`src/rtl/ipv6tp_pkg.sv`:
```
`default_nettype none

package ipv6tp_pkg;

  localparam int unsigned NUM_GROUPS = 8;
  localparam int unsigned GROUP_W    = 16;
  localparam int unsigned ADDR_W     = NUM_GROUPS * GROUP_W;

  localparam logic [5:0] MAX_CHARS  = 6'd39;
  localparam logic [2:0] MAX_DIGITS = 3'd4;
  localparam logic [3:0] GROUPS_MAX = 4'd8;

  localparam logic [7:0] CHAR_COLON = 8'h3A;

  // colons seen in a row just before the current character
  typedef enum logic [1:0] {
    RUN_NONE = 2'd0,
    RUN_ONE  = 2'd1,
    RUN_TWO  = 2'd2
  } colon_run_t;

  // group 0 sits at index 0, which is the most significant end
  typedef logic [0:NUM_GROUPS-1][GROUP_W-1:0] group_arr_t;

  typedef struct packed {
    logic       ok;
    logic [3:0] value;
  } hex_digit_t;

  function automatic hex_digit_t hex_decode(input logic [7:0] c);
    hex_digit_t d;
    logic [7:0] diff;
    d    = '0;
    diff = '0;
    if (c >= 8'h30 && c <= 8'h39) begin
      diff  = c - 8'h30;
      d.ok  = 1'b1;
    end else if (c >= 8'h61 && c <= 8'h66) begin
      diff  = c - 8'h57;
      d.ok  = 1'b1;
    end else if (c >= 8'h41 && c <= 8'h46) begin
      diff  = c - 8'h37;
      d.ok  = 1'b1;
    end
    d.value = diff[3:0];
    return d;
  endfunction

endpackage

`default_nettype wire

```
`src/rtl/ipv6_text_address_parser.sv`:
```
// stages: a character is registered in the input stage on acceptance and stepped from there;
//   the result of a last character is then registered in the result register
// throughput: one character per cycle, held back only while a finished result is not taken
// groups before a double colon go into a head register by index, groups after it shift
//   into a tail register, so the tail lands right-aligned and the address is head | tail
// reset (rst, synchronous, active high) empties both stages and clears all parse state
`default_nettype none

module ipv6_text_address_parser (
  input  wire logic        clk,
  input  wire logic        rst,
  input  wire logic        in_valid,
  output logic             in_ready,
  input  wire logic [7:0]  ch,
  input  wire logic        last,
  output logic             out_valid,
  input  wire logic        out_ready,
  output logic             valid_res,
  output logic [63:0]      addr_high,
  output logic [63:0]      addr_low
);

  import ipv6tp_pkg::*;

  // input stage: one request held for the step logic
  logic       in_q_valid;
  logic [7:0] ch_q;
  logic       last_q;

  // parse state
  group_arr_t  head;
  group_arr_t  tail;
  logic [15:0] current_group;
  logic [2:0]  digit_count;
  logic [3:0]  group_count;
  logic [3:0]  gap_position;
  logic        gap_seen;
  colon_run_t  colon_run;
  logic [5:0]  char_count;
  logic        leading_colon;
  logic        error_flag;

  // next values
  group_arr_t  head_next;
  group_arr_t  tail_next;
  logic [15:0] current_group_next;
  logic [2:0]  digit_count_next;
  logic [3:0]  group_count_next;
  logic [3:0]  gap_position_next;
  logic        gap_seen_next;
  colon_run_t  colon_run_next;
  logic [5:0]  char_count_next;
  logic        leading_colon_next;
  logic        error_flag_next;

  logic              finish;
  logic              res_ok;
  logic [ADDR_W-1:0] full_addr;
  hex_digit_t        hd;

  logic out_free;
  logic advance;

  // the output register is free when empty or being emptied this cycle
  assign out_free = !out_valid || out_ready;
  // a character without the last mark never needs the output register
  assign advance  = in_q_valid && (!last_q || out_free);
  assign in_ready = !in_q_valid || advance;

  assign hd = hex_decode(ch_q);

  // one character step, then the end-of-text checks when last is set
  always_comb begin
    head_next          = head;
    tail_next          = tail;
    current_group_next = current_group;
    digit_count_next   = digit_count;
    group_count_next   = group_count;
    gap_position_next  = gap_position;
    gap_seen_next      = gap_seen;
    colon_run_next     = colon_run;
    char_count_next    = char_count;
    leading_colon_next = leading_colon;
    error_flag_next    = error_flag;
    finish             = 1'b0;
    res_ok             = 1'b0;

    if (!error_flag) begin
      if (char_count >= MAX_CHARS) begin
        error_flag_next = 1'b1;
      end else begin
        char_count_next = char_count + 6'd1;
        if (ch_q == CHAR_COLON) begin
          case (colon_run)
            RUN_NONE: begin
              if (digit_count != 3'd0) begin
                finish = 1'b1;
              end else begin
                leading_colon_next = 1'b1;
              end
              colon_run_next = RUN_ONE;
            end
            RUN_ONE: begin
              if (gap_seen) begin
                error_flag_next = 1'b1;
              end else begin
                gap_seen_next     = 1'b1;
                gap_position_next = group_count;
                colon_run_next    = RUN_TWO;
              end
            end
            default: begin
              // third colon in a row
              error_flag_next = 1'b1;
            end
          endcase
        end else if (!hd.ok) begin
          error_flag_next = 1'b1;
        end else if (leading_colon && !gap_seen) begin
          // lone leading colon
          error_flag_next = 1'b1;
        end else if (digit_count >= MAX_DIGITS) begin
          error_flag_next = 1'b1;
        end else begin
          current_group_next = {current_group[11:0], hd.value};
          digit_count_next   = digit_count + 3'd1;
          colon_run_next     = RUN_NONE;
        end
      end
    end

    if (last_q) begin
      // lone trailing colon
      if (!error_flag_next && colon_run_next == RUN_ONE) begin
        error_flag_next = 1'b1;
      end
      if (!error_flag_next && digit_count_next != 3'd0) begin
        finish = 1'b1;
      end
    end

    // close the current group: before the gap by index, after it by shifting
    if (finish) begin
      if (group_count_next >= GROUPS_MAX) begin
        error_flag_next = 1'b1;
      end else begin
        if (gap_seen_next) begin
          tail_next = {tail_next[1:NUM_GROUPS-1], current_group_next};
        end else begin
          head_next[group_count_next[2:0]] = current_group_next;
        end
        group_count_next   = group_count_next + 4'd1;
        current_group_next = '0;
        digit_count_next   = '0;
      end
    end

    if (!error_flag_next) begin
      if (gap_seen_next) begin
        res_ok = (group_count_next <= GROUPS_MAX) && (gap_position_next <= group_count_next);
      end else begin
        res_ok = (group_count_next == GROUPS_MAX);
      end
    end
  end

  assign full_addr = head_next | tail_next;

  // input register
  always_ff @(posedge clk) begin
    if (rst) begin
      in_q_valid <= 1'b0;
    end else if (in_ready) begin
      in_q_valid <= in_valid;
    end
    if (in_valid && in_ready) begin
      ch_q   <= ch;
      last_q <= last;
    end
  end

  // parse state, back to its reset value after every last character
  always_ff @(posedge clk) begin
    if (rst || (advance && last_q)) begin
      head          <= '0;
      tail          <= '0;
      current_group <= '0;
      digit_count   <= '0;
      group_count   <= '0;
      gap_position  <= '0;
      gap_seen      <= 1'b0;
      colon_run     <= RUN_NONE;
      char_count    <= '0;
      leading_colon <= 1'b0;
      error_flag    <= 1'b0;
    end else if (advance) begin
      head          <= head_next;
      tail          <= tail_next;
      current_group <= current_group_next;
      digit_count   <= digit_count_next;
      group_count   <= group_count_next;
      gap_position  <= gap_position_next;
      gap_seen      <= gap_seen_next;
      colon_run     <= colon_run_next;
      char_count    <= char_count_next;
      leading_colon <= leading_colon_next;
      error_flag    <= error_flag_next;
    end
  end

  // result register
  always_ff @(posedge clk) begin
    if (rst) begin
      out_valid <= 1'b0;
    end else if (advance && last_q) begin
      out_valid <= 1'b1;
    end else if (out_ready) begin
      out_valid <= 1'b0;
    end
    if (advance && last_q) begin
      valid_res <= res_ok;
      addr_high <= res_ok ? full_addr[ADDR_W-1:ADDR_W/2] : 64'd0;
      addr_low  <= res_ok ? full_addr[ADDR_W/2-1:0] : 64'd0;
    end
  end

  // a rejected text never carries an address
  a_reject_zero: assert property (@(posedge clk) disable iff (rst)
    out_valid && !valid_res |-> addr_high == 64'd0 && addr_low == 64'd0)
    else $error("rejected result carries a non-zero address");

  // a stepped last character always produces a result
  a_last_result: assert property (@(posedge clk) disable iff (rst)
    advance && last_q |=> out_valid)
    else $error("last character stepped without a result");

  // input is only held off while a last character waits in the input stage behind a full result register
  a_stall_held: assert property (@(posedge clk) disable iff (rst)
    !in_ready |-> in_q_valid && last_q && out_valid)
    else $error("input stalled without a pending last character");

  a_digit_bound: assert property (@(posedge clk) disable iff (rst)
    digit_count <= MAX_DIGITS)
    else $error("digit count beyond four");

  a_group_bound: assert property (@(posedge clk) disable iff (rst)
    group_count <= GROUPS_MAX && gap_position <= group_count)
    else $error("group count or gap position out of range");

endmodule

`default_nettype wire

```
`config.mk`:
```
export PLATFORM = sky130hd
export DESIGN_NAME = ipv6_text_address_parser
export DESIGN_NICKNAME = d
export VERILOG_FILES = /design/src/rtl/ipv6tp_pkg.sv /design/src/rtl/ipv6_text_address_parser.sv
export SDC_FILE = /design/constraint.sdc
export NUM_CORES = 1
export LEC_CHECK = 0
export BUFFER_PORTS_ARGS = -buffer_cell sky130_fd_sc_hd__buf_2
export CORE_ASPECT_RATIO = 1.25
export CORE_MARGIN = 2
export CORE_UTILIZATION = 65
export CTS_CLUSTER_SIZE = 30
export DETAILED_ROUTE_END_ITERATION = 8
export HOLD_SLACK_MARGIN = 0.15
export PLACE_DENSITY_LB_ADDON = 0.05
export SYNTH_ARGS = -nofsm -noshare
export SYNTH_HDL_FRONTEND = slang
export SYNTH_SLANG_ARGS = --single-unit
```
`constraint.sdc`:
```
create_clock -name clk -period 13.3 [get_ports clk]
set_input_delay 0.665 -clock clk [delete_from_list [all_inputs] [get_ports clk]]
set_output_delay 0.665 -clock clk [all_outputs]
set_load 0.03 [all_outputs]
```
# --- Word level (Yosys, flattened, before mapping) ---
# Cells that the tools add are included.
# Widths: inputs -> output; s select.
op_classes:
  add_sub_neg: 6
  magnitude_cmp: 13
  eq_ne: 4
  mux: 74
  bitwise: 5
  n_reduce_logical: 27
op_table:
  columns: ["cell", "count"]
  rows:
  - ["$mux 128", 6]
  - ["$mux 16", 9]
  - ["$bwmux 128", 1]
  - ["$or 128x128->128", 1]
  - ["$demux 16 s3", 1]
  - ["$mux 4", 10]
  - ["$mux 1", 30]
  - ["$mux 3", 8]
  - ["$ge 8x7->1 const B", 2]
  - ["$le 8x7->1 const B", 2]
  - ["$mux 2", 7]
  - ["$logic_and 1x1->1", 11]
  - ["$eq 8x6->1 const B", 1]
  - ["$ge 4x4->1 const B", 2]
  - ["$ge 8x6->1 const B", 1]
  - ["$le 8x6->1 const B", 1]
  - ["$sub 4x3->4 const B", 2]
  - ["$add 6x1->6 const B", 1]
  - ["$ge 6x6->1 const B", 1]
  - ["$logic_not 1->1", 6]
  - ["$reduce_and 6->1", 1]
  - ["$reduce_bool 3->1", 2]
  - ["$add 4x1->4 const B", 1]
  - ["$eq 2x1->1 const B", 2]
  - ["15 further kinds", 20]
totals:
  reg_bits: 434
  inputBits: 13
  out_inout_bits: 131
  wordCells: 161

# --- Longest topological paths before layout ---
# Gate-level depths: netlist (run 1).
depth:
  ltp_word: 22
  mapped_depth: 23
  depth_no_buf: 18

# --- Worst setup path after synthesis (run 1) ---
# Ideal clock, no wire load.
synth_path:
  path_type: "input -> register"
  start: "input port out_ready"
  end: "register head[100] (netlist bit)"
  setup_time_ps: 128
  t_arrival_ps: 5116
  required_ps: 13172
  setup_slack_ps: 8056
  path_stages: 8
  n_path_buf: 3
  path_cell_list: "nor2b_1 > nand2_1 > and3_1 > or2_2 > clkbuf_1 > clkbuf_1 > clkbuf_1 > nor2_1"
synth_via:
  elab_chain_cells: 5
synth_lines:
  columns: ["element", "line_no", "text"]
  rows:
  - ["from (decl)", "ipv6_text_address_parser.sv:17", "input wire logic out_ready,"]
  - ["$logic_or 1x1->1 *", "ipv6_text_address_parser.sv:65", "assign out_free = !out_valid || out_ready;"]
  - ["$logic_or 1x1->1 *", "ipv6_text_address_parser.sv:67", "assign advance = in_q_valid && (!last_q || out_free);"]
  - ["$logic_and 1x1->1 *", "ipv6_text_address_parser.sv:67", null]
  - ["$logic_and 1x1->1", "ipv6_text_address_parser.sv:184", "if (rst || (advance && last_q)) begin"]
  - ["$logic_or 1x1->1", "ipv6_text_address_parser.sv:184", null]
  - ["to (signal assigned)", "ipv6_text_address_parser.sv:197", "head <= head_next;"]
  - ["to (decl)", "ipv6_text_address_parser.sv:31", "group_arr_t head;"]
# Mark *: on every way between the ends. The rest lies on a longest branch, timed or not.
# A chain may end at the register's enable or synchronous reset.

# --- Worst setup path after layout (run 1) ---
layout_path:
  start: "register ch_q[0]"
  end: "register addr_low[7], data pin"
layout_via:
  elab_chain_cells: 22
  word_cells_on_any_way: 66
  cone_classes: "order compare (8); eq/ne (3); mux (45); bitwise (1); reduce/logical (9)"
layout_lines:
  columns: ["element", "line_no", "text"]
  rows:
  - ["from (decl)", "ipv6_text_address_parser.sv:27", "logic [7:0] ch_q;"]
  - ["from (signal assigned)", "ipv6_text_address_parser.sv:177", "ch_q <= ch;"]
  - ["$ge 8x7->1 or $le 8x7->1 (tied branches)", "ipv6tp_pkg.sv:41", "end else if (c >= 8'h41 && c <= 8'h46) begin"]
  - ["$logic_and 1x1->1", "ipv6tp_pkg.sv:41", null]
  - ["$mux 1", "ipv6tp_pkg.sv:41", null]
  - ["$mux 1", "ipv6tp_pkg.sv:38", "end else if (c >= 8'h61 && c <= 8'h66) begin"]
  - ["$mux 1", "ipv6tp_pkg.sv:35", "if (c >= 8'h30 && c <= 8'h39) begin"]
  - ["$mux 2 or $mux 1 (tied branches)", "ipv6_text_address_parser.sv:117", "end else if (!hd.ok) begin"]
  - ["$mux 2 or $mux 1 (tied branches)", "ipv6_text_address_parser.sv:93", "if (ch_q == CHAR_COLON) begin"]
  - ["$mux 2 or $mux 1 (tied branches)", "ipv6_text_address_parser.sv:89", "if (char_count >= MAX_CHARS) begin"]
  - ["(+6 left out)", null, null]
  - ["$logic_and 1x1->1", "ipv6_text_address_parser.sv:137", "if (!error_flag_next && digit_count_next != 3'd0) begin"]
  - ["$mux 1", "ipv6_text_address_parser.sv:137", null]
  - ["$mux 1", "ipv6_text_address_parser.sv:132", "if (last_q) begin"]
  - ["$mux 4", "ipv6_text_address_parser.sv:143", "if (finish) begin"]
  - ["$le 4x4->1", "ipv6_text_address_parser.sv:160", "res_ok = (group_count_next <= GROUPS_MAX) && (gap_position_next <= group_count_next);"]
  - ["$logic_and 1x1->1", "ipv6_text_address_parser.sv:160", null]
  - ["$mux 1", "ipv6_text_address_parser.sv:159", "if (gap_seen_next) begin"]
  - ["$mux 1", "ipv6_text_address_parser.sv:158", "if (!error_flag_next) begin"]
  - ["to (signal assigned)", "ipv6_text_address_parser.sv:223", "addr_low <= res_ok ? full_addr[ADDR_W/2-1:0] : 64'd0;"]
  - ["to (decl)", "ipv6_text_address_parser.sv:20", "output logic [63:0] addr_low"]
# Several ways; a longest one is shown, not always the timed one. The select of a mux whose other input is x is not followed.

==> results of run 1 <==
-- final cells by class --
type	instances	area (µm²)
clock buffers	62	1279
clock inverters	13	82.58
fillers	2211	7945
inverters	13	48.80
multi-input cells	1397	8275
flip-flops and latches	434	10070
well taps	396	495.5
repair buffers	165	880.8
-- flip-flops by register name (all words and copies together), names as in the netlist --
signal and flops:
group_count 4, current_group 16, colon_run 2, gap_seen 1
digit_count 3, leading_colon 1, addr_high 64, addr_low 64
in_q_valid 1, head 128, char_count 6, valid_res 1
last_q 1, out_valid 1, ch_q 8, tail 128
gap_position 4, error_flag 1
-- cells by family after synthesis --
logic type / after synthesis / synth area share
flip-flops: 434 / 0.5285
XOR/XNOR: 9 / 0.004137
buffers and inverters: 169 / 0.04117
multiplexers: 259 / 0.1374
AO/OA/AOI/OAI: 346 / 0.1070
adder cells (fa/ha/maj): 13 / 0.008537
AND/OR/NAND/NOR: 770 / 0.1732
-- through the flow --
stage | hold slack (ns) | power [mW]
5_1_grt | 0.2891 | 2.698
2_1_floorplan | 0.4285 | 1.460
3_3_place_gp | 0.4373 | 1.483
3_5_place_dp | 0.4457 | 1.483
4_1_cts | 0.2816 | 2.645
6_report | 0.2912 | 2.640
-- metal layers --
layer	wire, µm	vias up	part of all wire	track usage
met2	23370	701	0.45	0.5029
li1	-	7056	-	-
met4	2522	0	0.049	0.1559
met5	0	-	0	0
met1	21670	7340	0.42	0.4768
met3	4376	114	0.084	0.04527
-- cells in the final DEF (no fill, tap or decap), drive strengths merged, types with 4 or more instances in the layout --
master,netlist,routed
nand2,496,496
dfxtp,296,296
mux2i,241,241
nor2,181,181
buf,58,165
a21oi,164,164
edfxtp,138,138
a31oi,118,118
clkbuf,98,62
nor3,30,30
nand3,25,25
o21ai,24,24
mux2,18,18
a22oi,17,17
inv,12,15
ha,13,13
nor4,11,11
clkinv,1,8
or4,6,6
xnor2,5,5
xor2,4,4
nand4,4,4
-- worst max-delay path by stage --
| stage | startpoint | endpoint |
|---|---|---|
| final | ch_q[0] | addr_low[7] |
| after global routing | ch_q[0] | addr_low[3] |
| after CTS | ch_q[0] | addr_low[50] |
| after detailed placement | ch_q[0] | addr_low[36] |
| after global placement | ch_q[0] | addr_low[23] |
| after floorplan | out_ready | head[100] |
-- power by group --
part           switching, mW  total, mW  internal (mW)
combinational         0.0596     0.0749         0.0153
sequential           0.00662       1.38           1.37
clock                  0.516       1.19          0.669
total                  0.582       2.64           2.06
-- worst max-delay path, cell delays in order (launching register included) --
cell and delay, ns:
edfxtp_1 0.44, inv_1 0.16, ha_1 0.20, o21bai_1 0.10, a21oi_1 0.40, o2111ai_2 0.26, mux2_4 0.37, o21a_4 0.38
nor2_1 0.30, mux2i_1 0.13, ha_1 0.31, nor2b_1 0.13, o21a_1 0.11, o21a_1 0.09, o21ai_0 0.07, a41oi_1 0.19
a211oi_1 0.11, o31ai_4 0.11, buf_4 0.49, buf_4 0.93, a21oi_1 0.10
==> results.ini, run 1 <==
[global_route]
antenna_found_initial = 1
grt_pass1_wl_mm = 79.53
first_global_vias = 14160
grt_max_degree = 129
grt_usage = 0.3331
gr-total-overflow = 0

[die]
ios = 144
fp.dieW_um = 157.1
placementRows = 70
start_util = 0.6553
die_y_um = 195.4
coreArea_mm2 = 0.02908
dieArea_mm2 = 0.03071

[cts]
postCtsSetupBuffers = 0
clkLatencyLatePin_ns = 0.55
numClockSinks = 434
cts_root_buf = clkbuf_16
numCtsBuffers = 42
cts_hold_buf = 0
post_cts_resized = 0
cts_htree_levels = 2
clk_pin_slew_ns = 0.07
cts_tree = done
cts_buffer_depth = 3

[timing]
tightest_slew_ns = 1.239
slew_viol_final = 0
slew_headroom = 0.1738
fmax_ghz = 0.1737
setup_viol = 0
hold_viol = 0
tns_ns = 0
post-route-period-util = 0.4330
fin_crit_ns = 5.758
rsz0062_at_grt = no
final.setup.worst_slack_ns = 7.542
fin_skew_ns = 0.01077

[final_layout]
syn_to_final_growth_pct = 10.91
nets = 2079
fin_util = 0.7268
drive_above_1_share = 0.1382
final_cells = 2480
final_area_mm2 = 0.02113
diodes = 0

[logic_synthesis]
synth_ff_type = dfxtp_1
yosysMostFrequentCell = nand2_1
synthArstFlopShare = 0
ys_warn_count = 0
yosys-top-cells-area = dfxtp_1, edfxtp_1, mux2i_1, nand2_1, a21oi_1
syn-cell-area_mm2 = 0.01905
synth.top_cell.area_share = 0.3110
ys_top_cells_by_count = nand2_1, dfxtp_1, mux2i_1, nor2_1, a21oi_1
synth-edff-count = 138
syn-num-nets = 2026
yosysSeqAreaShare = 0.5285
syn_avg_cell_area_um2 = 9.527
synth_cells = 2000
synth_area_leader_cell = dfxtp_1
synth_seq_cells = 434
ys_types = 64

[worst_hold_path]
hold_path.startpoint = ch[6]
holdPathStages = 1
worstHoldEndpoint = ch_q[6]
hp-class = input pin to flop

[detailed_routing]
first_iter_violations = 1637
routedWlPerCell_um = 20.94
wl_mm = 51.94
drc = 0
vias = 15210
ant_nets = 0
first_pass_iters = 8
vias_per_cell = 6.133

[pwr]
p_per_area_mw_per_mm2 = 124.9
peakVddDrop_mv = 0.1017
p_leak_nw = 6.542

[worst_setup_path]
regToRegStartpoint = ch_q[0]
worst_r2r_path_depth = 20
start_kind = flop
worstPathMaxFanout = 86
crit_type = flop to flop
cp.required_ns = 13.55
crit_arrival_ns = 6.01
reg2reg_slack_ns = 7.54
timing.rr.end = addr_low[7]
critPathCaptureType = flop

[placed_design]
dp_cells = 2405
dpl_cell_area_mm2 = 0.01977
pre_cts_ws_ns = 7.595
finalWeightedCongestion = 0.8585
portBuffers = 143
dpl.hpwl_mm = 30.18

[run]
drv_cap = 0

[status]
status = finished, final reports clean

Note: power is estimated with default switching activity, not from simulation.
==> run 2: changes to the inputs <==
--- a/config.mk
+++ b/config.mk
@@ -8,7 +8,7 @@
 export BUFFER_PORTS_ARGS = -buffer_cell sky130_fd_sc_hd__buf_2
 export CORE_ASPECT_RATIO = 1.25
 export CORE_MARGIN = 2
-export CORE_UTILIZATION = 65
+export CORE_UTILIZATION = 60
 export CTS_CLUSTER_SIZE = 30
 export DETAILED_ROUTE_END_ITERATION = 8
 export HOLD_SLACK_MARGIN = 0.15
==> constraint.sdc (replaced) <==
create_clock -name clk -period 5.5 [get_ports clk]
set_input_delay 0.275 -clock clk [delete_from_list [all_inputs] [get_ports clk]]
set_output_delay 0.275 -clock clk [all_outputs]
set_load 0.03 [all_outputs]
==> run 2 against run 1 <==
Sequential cell count unchanged; core utilization decreased by 3.8 points; sequential share of layout area decreased by 0.61 points; setup slack got worse by 7.2 ns; first-iteration DRC count decreased by 9.0%; count of clock-buffer cells in the layout increased by 4; largest power group unchanged; global-route usage decreased by 1.5 points.
==> results.ini, run 2 (synthesis results as in run 1) <==
[status]
status = finished, final reports clean

[final_layout]
top_regs = head x128, tail x128
final_cells = 2517  ; +1.5%
syn_to_final_growth_pct = 12.34
final_cell_mix = nand2_1, dfxtp_1, mux2i_1, nor2_1, a21oi_1
nets = 2102  ; +1.1%
fillerInstances = 2440  ; +10%
diodes = 0  ; unchanged
final_common_cell = nand2_1
fin_util = 0.6887  ; -0.03804
drive_above_1_share = 0.1379  ; -0.0002811
final_area_mm2 = 0.02141  ; +1.3%

[pwr]
pwr-share-clk = 0.451  ; +0.002
p_seq_frac = 0.518  ; -0.005
p_leak_nw = 6.604  ; +0.94%
power_switching_mw = 1.390  ; +140%
p_per_area_mw_per_mm2 = 301.4  ; +140%
p_comb_frac = 0.031  ; +0.003
intPower_mw = 5.062  ; +150%
netSwitchingFraction = 0.2154  ; -0.005249
peakVddDrop_mv = 0.2104  ; +110%

[cts]
postCtsSetupBuffers = 0  ; unchanged
cts_htree_levels = 2  ; unchanged
clkLatencyLatePin_ns = 0.55  ; about the same
cts_tree = done
clk_pin_slew_ns = 0.06  ; about the same
numClockSinks = 434  ; unchanged
numCtsBuffers = 43  ; +2.4%
cts_buffer_depth = 3  ; unchanged
cts_root_buf = clkbuf_16

[detailed_routing]
vias = 15120  ; -0.59%
first_pass_iters = 7  ; -1
vias_per_cell = 6.008  ; -2.0%
first_iter_violations = 1489  ; -9.0%
routedWlPerCell_um = 21.08  ; +0.67%
wl_mm = 53.06  ; +2.2%
drc = 0  ; unchanged
ant_nets = 0  ; unchanged

[timing]
hold-worst-slack_ns = 0.4490  ; +0.1579 ns
rsz0062_at_grt = no
fin_skew_ns = 0.01026  ; -0.0005106 ns
fmax_ghz = 0.1945  ; +12%
tightest_slew_ns = 1.187  ; -0.05190 ns
fin_crit_ns = 5.141  ; -0.6173 ns
setup_viol = 0  ; unchanged
slew_viol_final = 0  ; unchanged
post-route-period-util = 0.9348  ; +0.5018
slew_headroom = 0.2058  ; +0.03203
hold_viol = 0  ; unchanged
tns_ns = 0  ; unchanged

[worst_setup_path]
crit_type = flop to flop
crit_arrival_ns = 5.52  ; -0.49 ns
worst_path_largest_cell_delay_ns = 0.43  ; -0.50 ns
worstSetupStartpoint = ch_q[0]
path_cells = inv_1, ha_1, inv_1, o311a_2, o2111ai_2, mux2_4, o21a_4, nor2_1, mux2i_1, ha_1, nor2b_1, o21a_1, o21a_1, o21ai_0, a41oi_1, a211oi_1, o31ai_4, buf_4, a31oi_1
worstPathMaxFanout = 56  ; -35%
critPathCaptureType = flop
regToRegStartpoint = ch_q[0]
timing.rr.end = addr_low[49]
endpoint = addr_low[49]
start_kind = flop
reg2reg_slack_ns = 0.36  ; -7.18 ns
crit_slowest_cell = edfxtp_1
cp.required_ns = 5.88  ; -7.67 ns
worst_r2r_path_depth = 19  ; -5.0%

[placed_design]
dpl_cell_area_mm2 = 0.01988  ; +0.54%
finalWeightedCongestion = 0.8586  ; about the same
portBuffers = 143  ; unchanged
dpl.hpwl_mm = 31.55  ; +4.5%
dp_cells = 2425  ; +0.83%

[die]
coreArea_mm2 = 0.03108  ; +6.9%
dieArea_mm2 = 0.03321  ; +8.1%
fp.dieW_um = 163.4  ; +4.0%
start_util = 0.6131  ; -0.04221
ios = 144  ; unchanged
die_y_um = 203.2  ; +4.0%
placementRows = 72  ; +2.9%

[worst_hold_path]
hold_path.startpoint = ch[4]
hp-class = input pin to flop

[global_route]
antenna_found_initial = 1  ; unchanged
grt_usage = 0.3177  ; -0.01545
gr-total-overflow = 0  ; unchanged
grt_max_degree = 89  ; -31%
grt_pass1_wl_mm = 81.83  ; +2.9%
first_global_vias = 14170  ; +0.035%

[run]
drv_cap = 0  ; unchanged

[run 2: worst min-delay path by stage]
stage / end / slack (ns) / depth (start not counted)
after floorplan: in_q_valid / 0.34 / 1
after global placement: current_group[12] / 0.43 / 2
after detailed placement: current_group[12] / 0.45 / 2
after CTS: ch_q[7] / 0.44 / 2
after global routing: ch_q[4] / 0.45 / 2
final: ch_q[4] / 0.45 / 2
[run 2: final cells by class]
class	count	area, µm²	share of cell area
Sequential cell	434	10070	0.4705
Multi-Input combinational cell	1397	8279	0.3868
Clock buffer	66	1275	0.05956
Timing Repair Buffer	187	1107	0.05173
Tap cell	407	509.2	0.02379
Clock inverter	13	115.1	0.005378
Inverter	13	48.80	0.002280
[run 2: through the flow]
| stage | worst slack, ns | total power, mW |
|---|---|---|
| after global placement | 0.5857 | 3.603 |
| after floorplan | 0.3886 | 3.539 |
| after global routing | 0.09691 | 6.620 |
| final | 0.3588 | 6.452 |
| after detailed placement | 0.3187 | 3.605 |
| after CTS | 0.3050 | 6.478 |
[run 2: what timing repair did]
action / 4_1_cts / 5_1_grt
setup endpoints to repair: 0 / 73
hold buffers: 13 / 0
hold endpoints to repair: 14 / 0
resized for setup: 0 / 2
[run 2: critical path: cells and delay by family (launching register included)]
family          cells  cell delay (ns)
buf+inv             3             0.58
flops               1             0.43
mux                 2             0.59
compound gates     10             2.46
simple gates        2             0.42
fa+ha+maj           2             0.44
[run 2: layer usage]
layer | vias up | wire [µm] | part of all wire | track usage
li1 | 7098 | - | - | -
met1 | 7286 | 22770 | 0.43 | 0.4582
met2 | 638 | 23780 | 0.45 | 0.4785
met3 | 100 | 4229 | 0.080 | 0.04942
met4 | 0 | 2282 | 0.043 | 0.1299
met5 | - | 0 | 0 | 0
[run 2: power by group through the flow]
stage / clock (mW) / combinational [mW] / sequential, mW
global route: 3.06 / 0.214 / 3.34
detailed placement: 0 / 0.195 / 3.41
global placement: 0 / 0.193 / 3.41
floorplan: 0 / 0.0892 / 3.45
CTS: 2.94 / 0.202 / 3.34
finish: 2.91 / 0.202 / 3.34
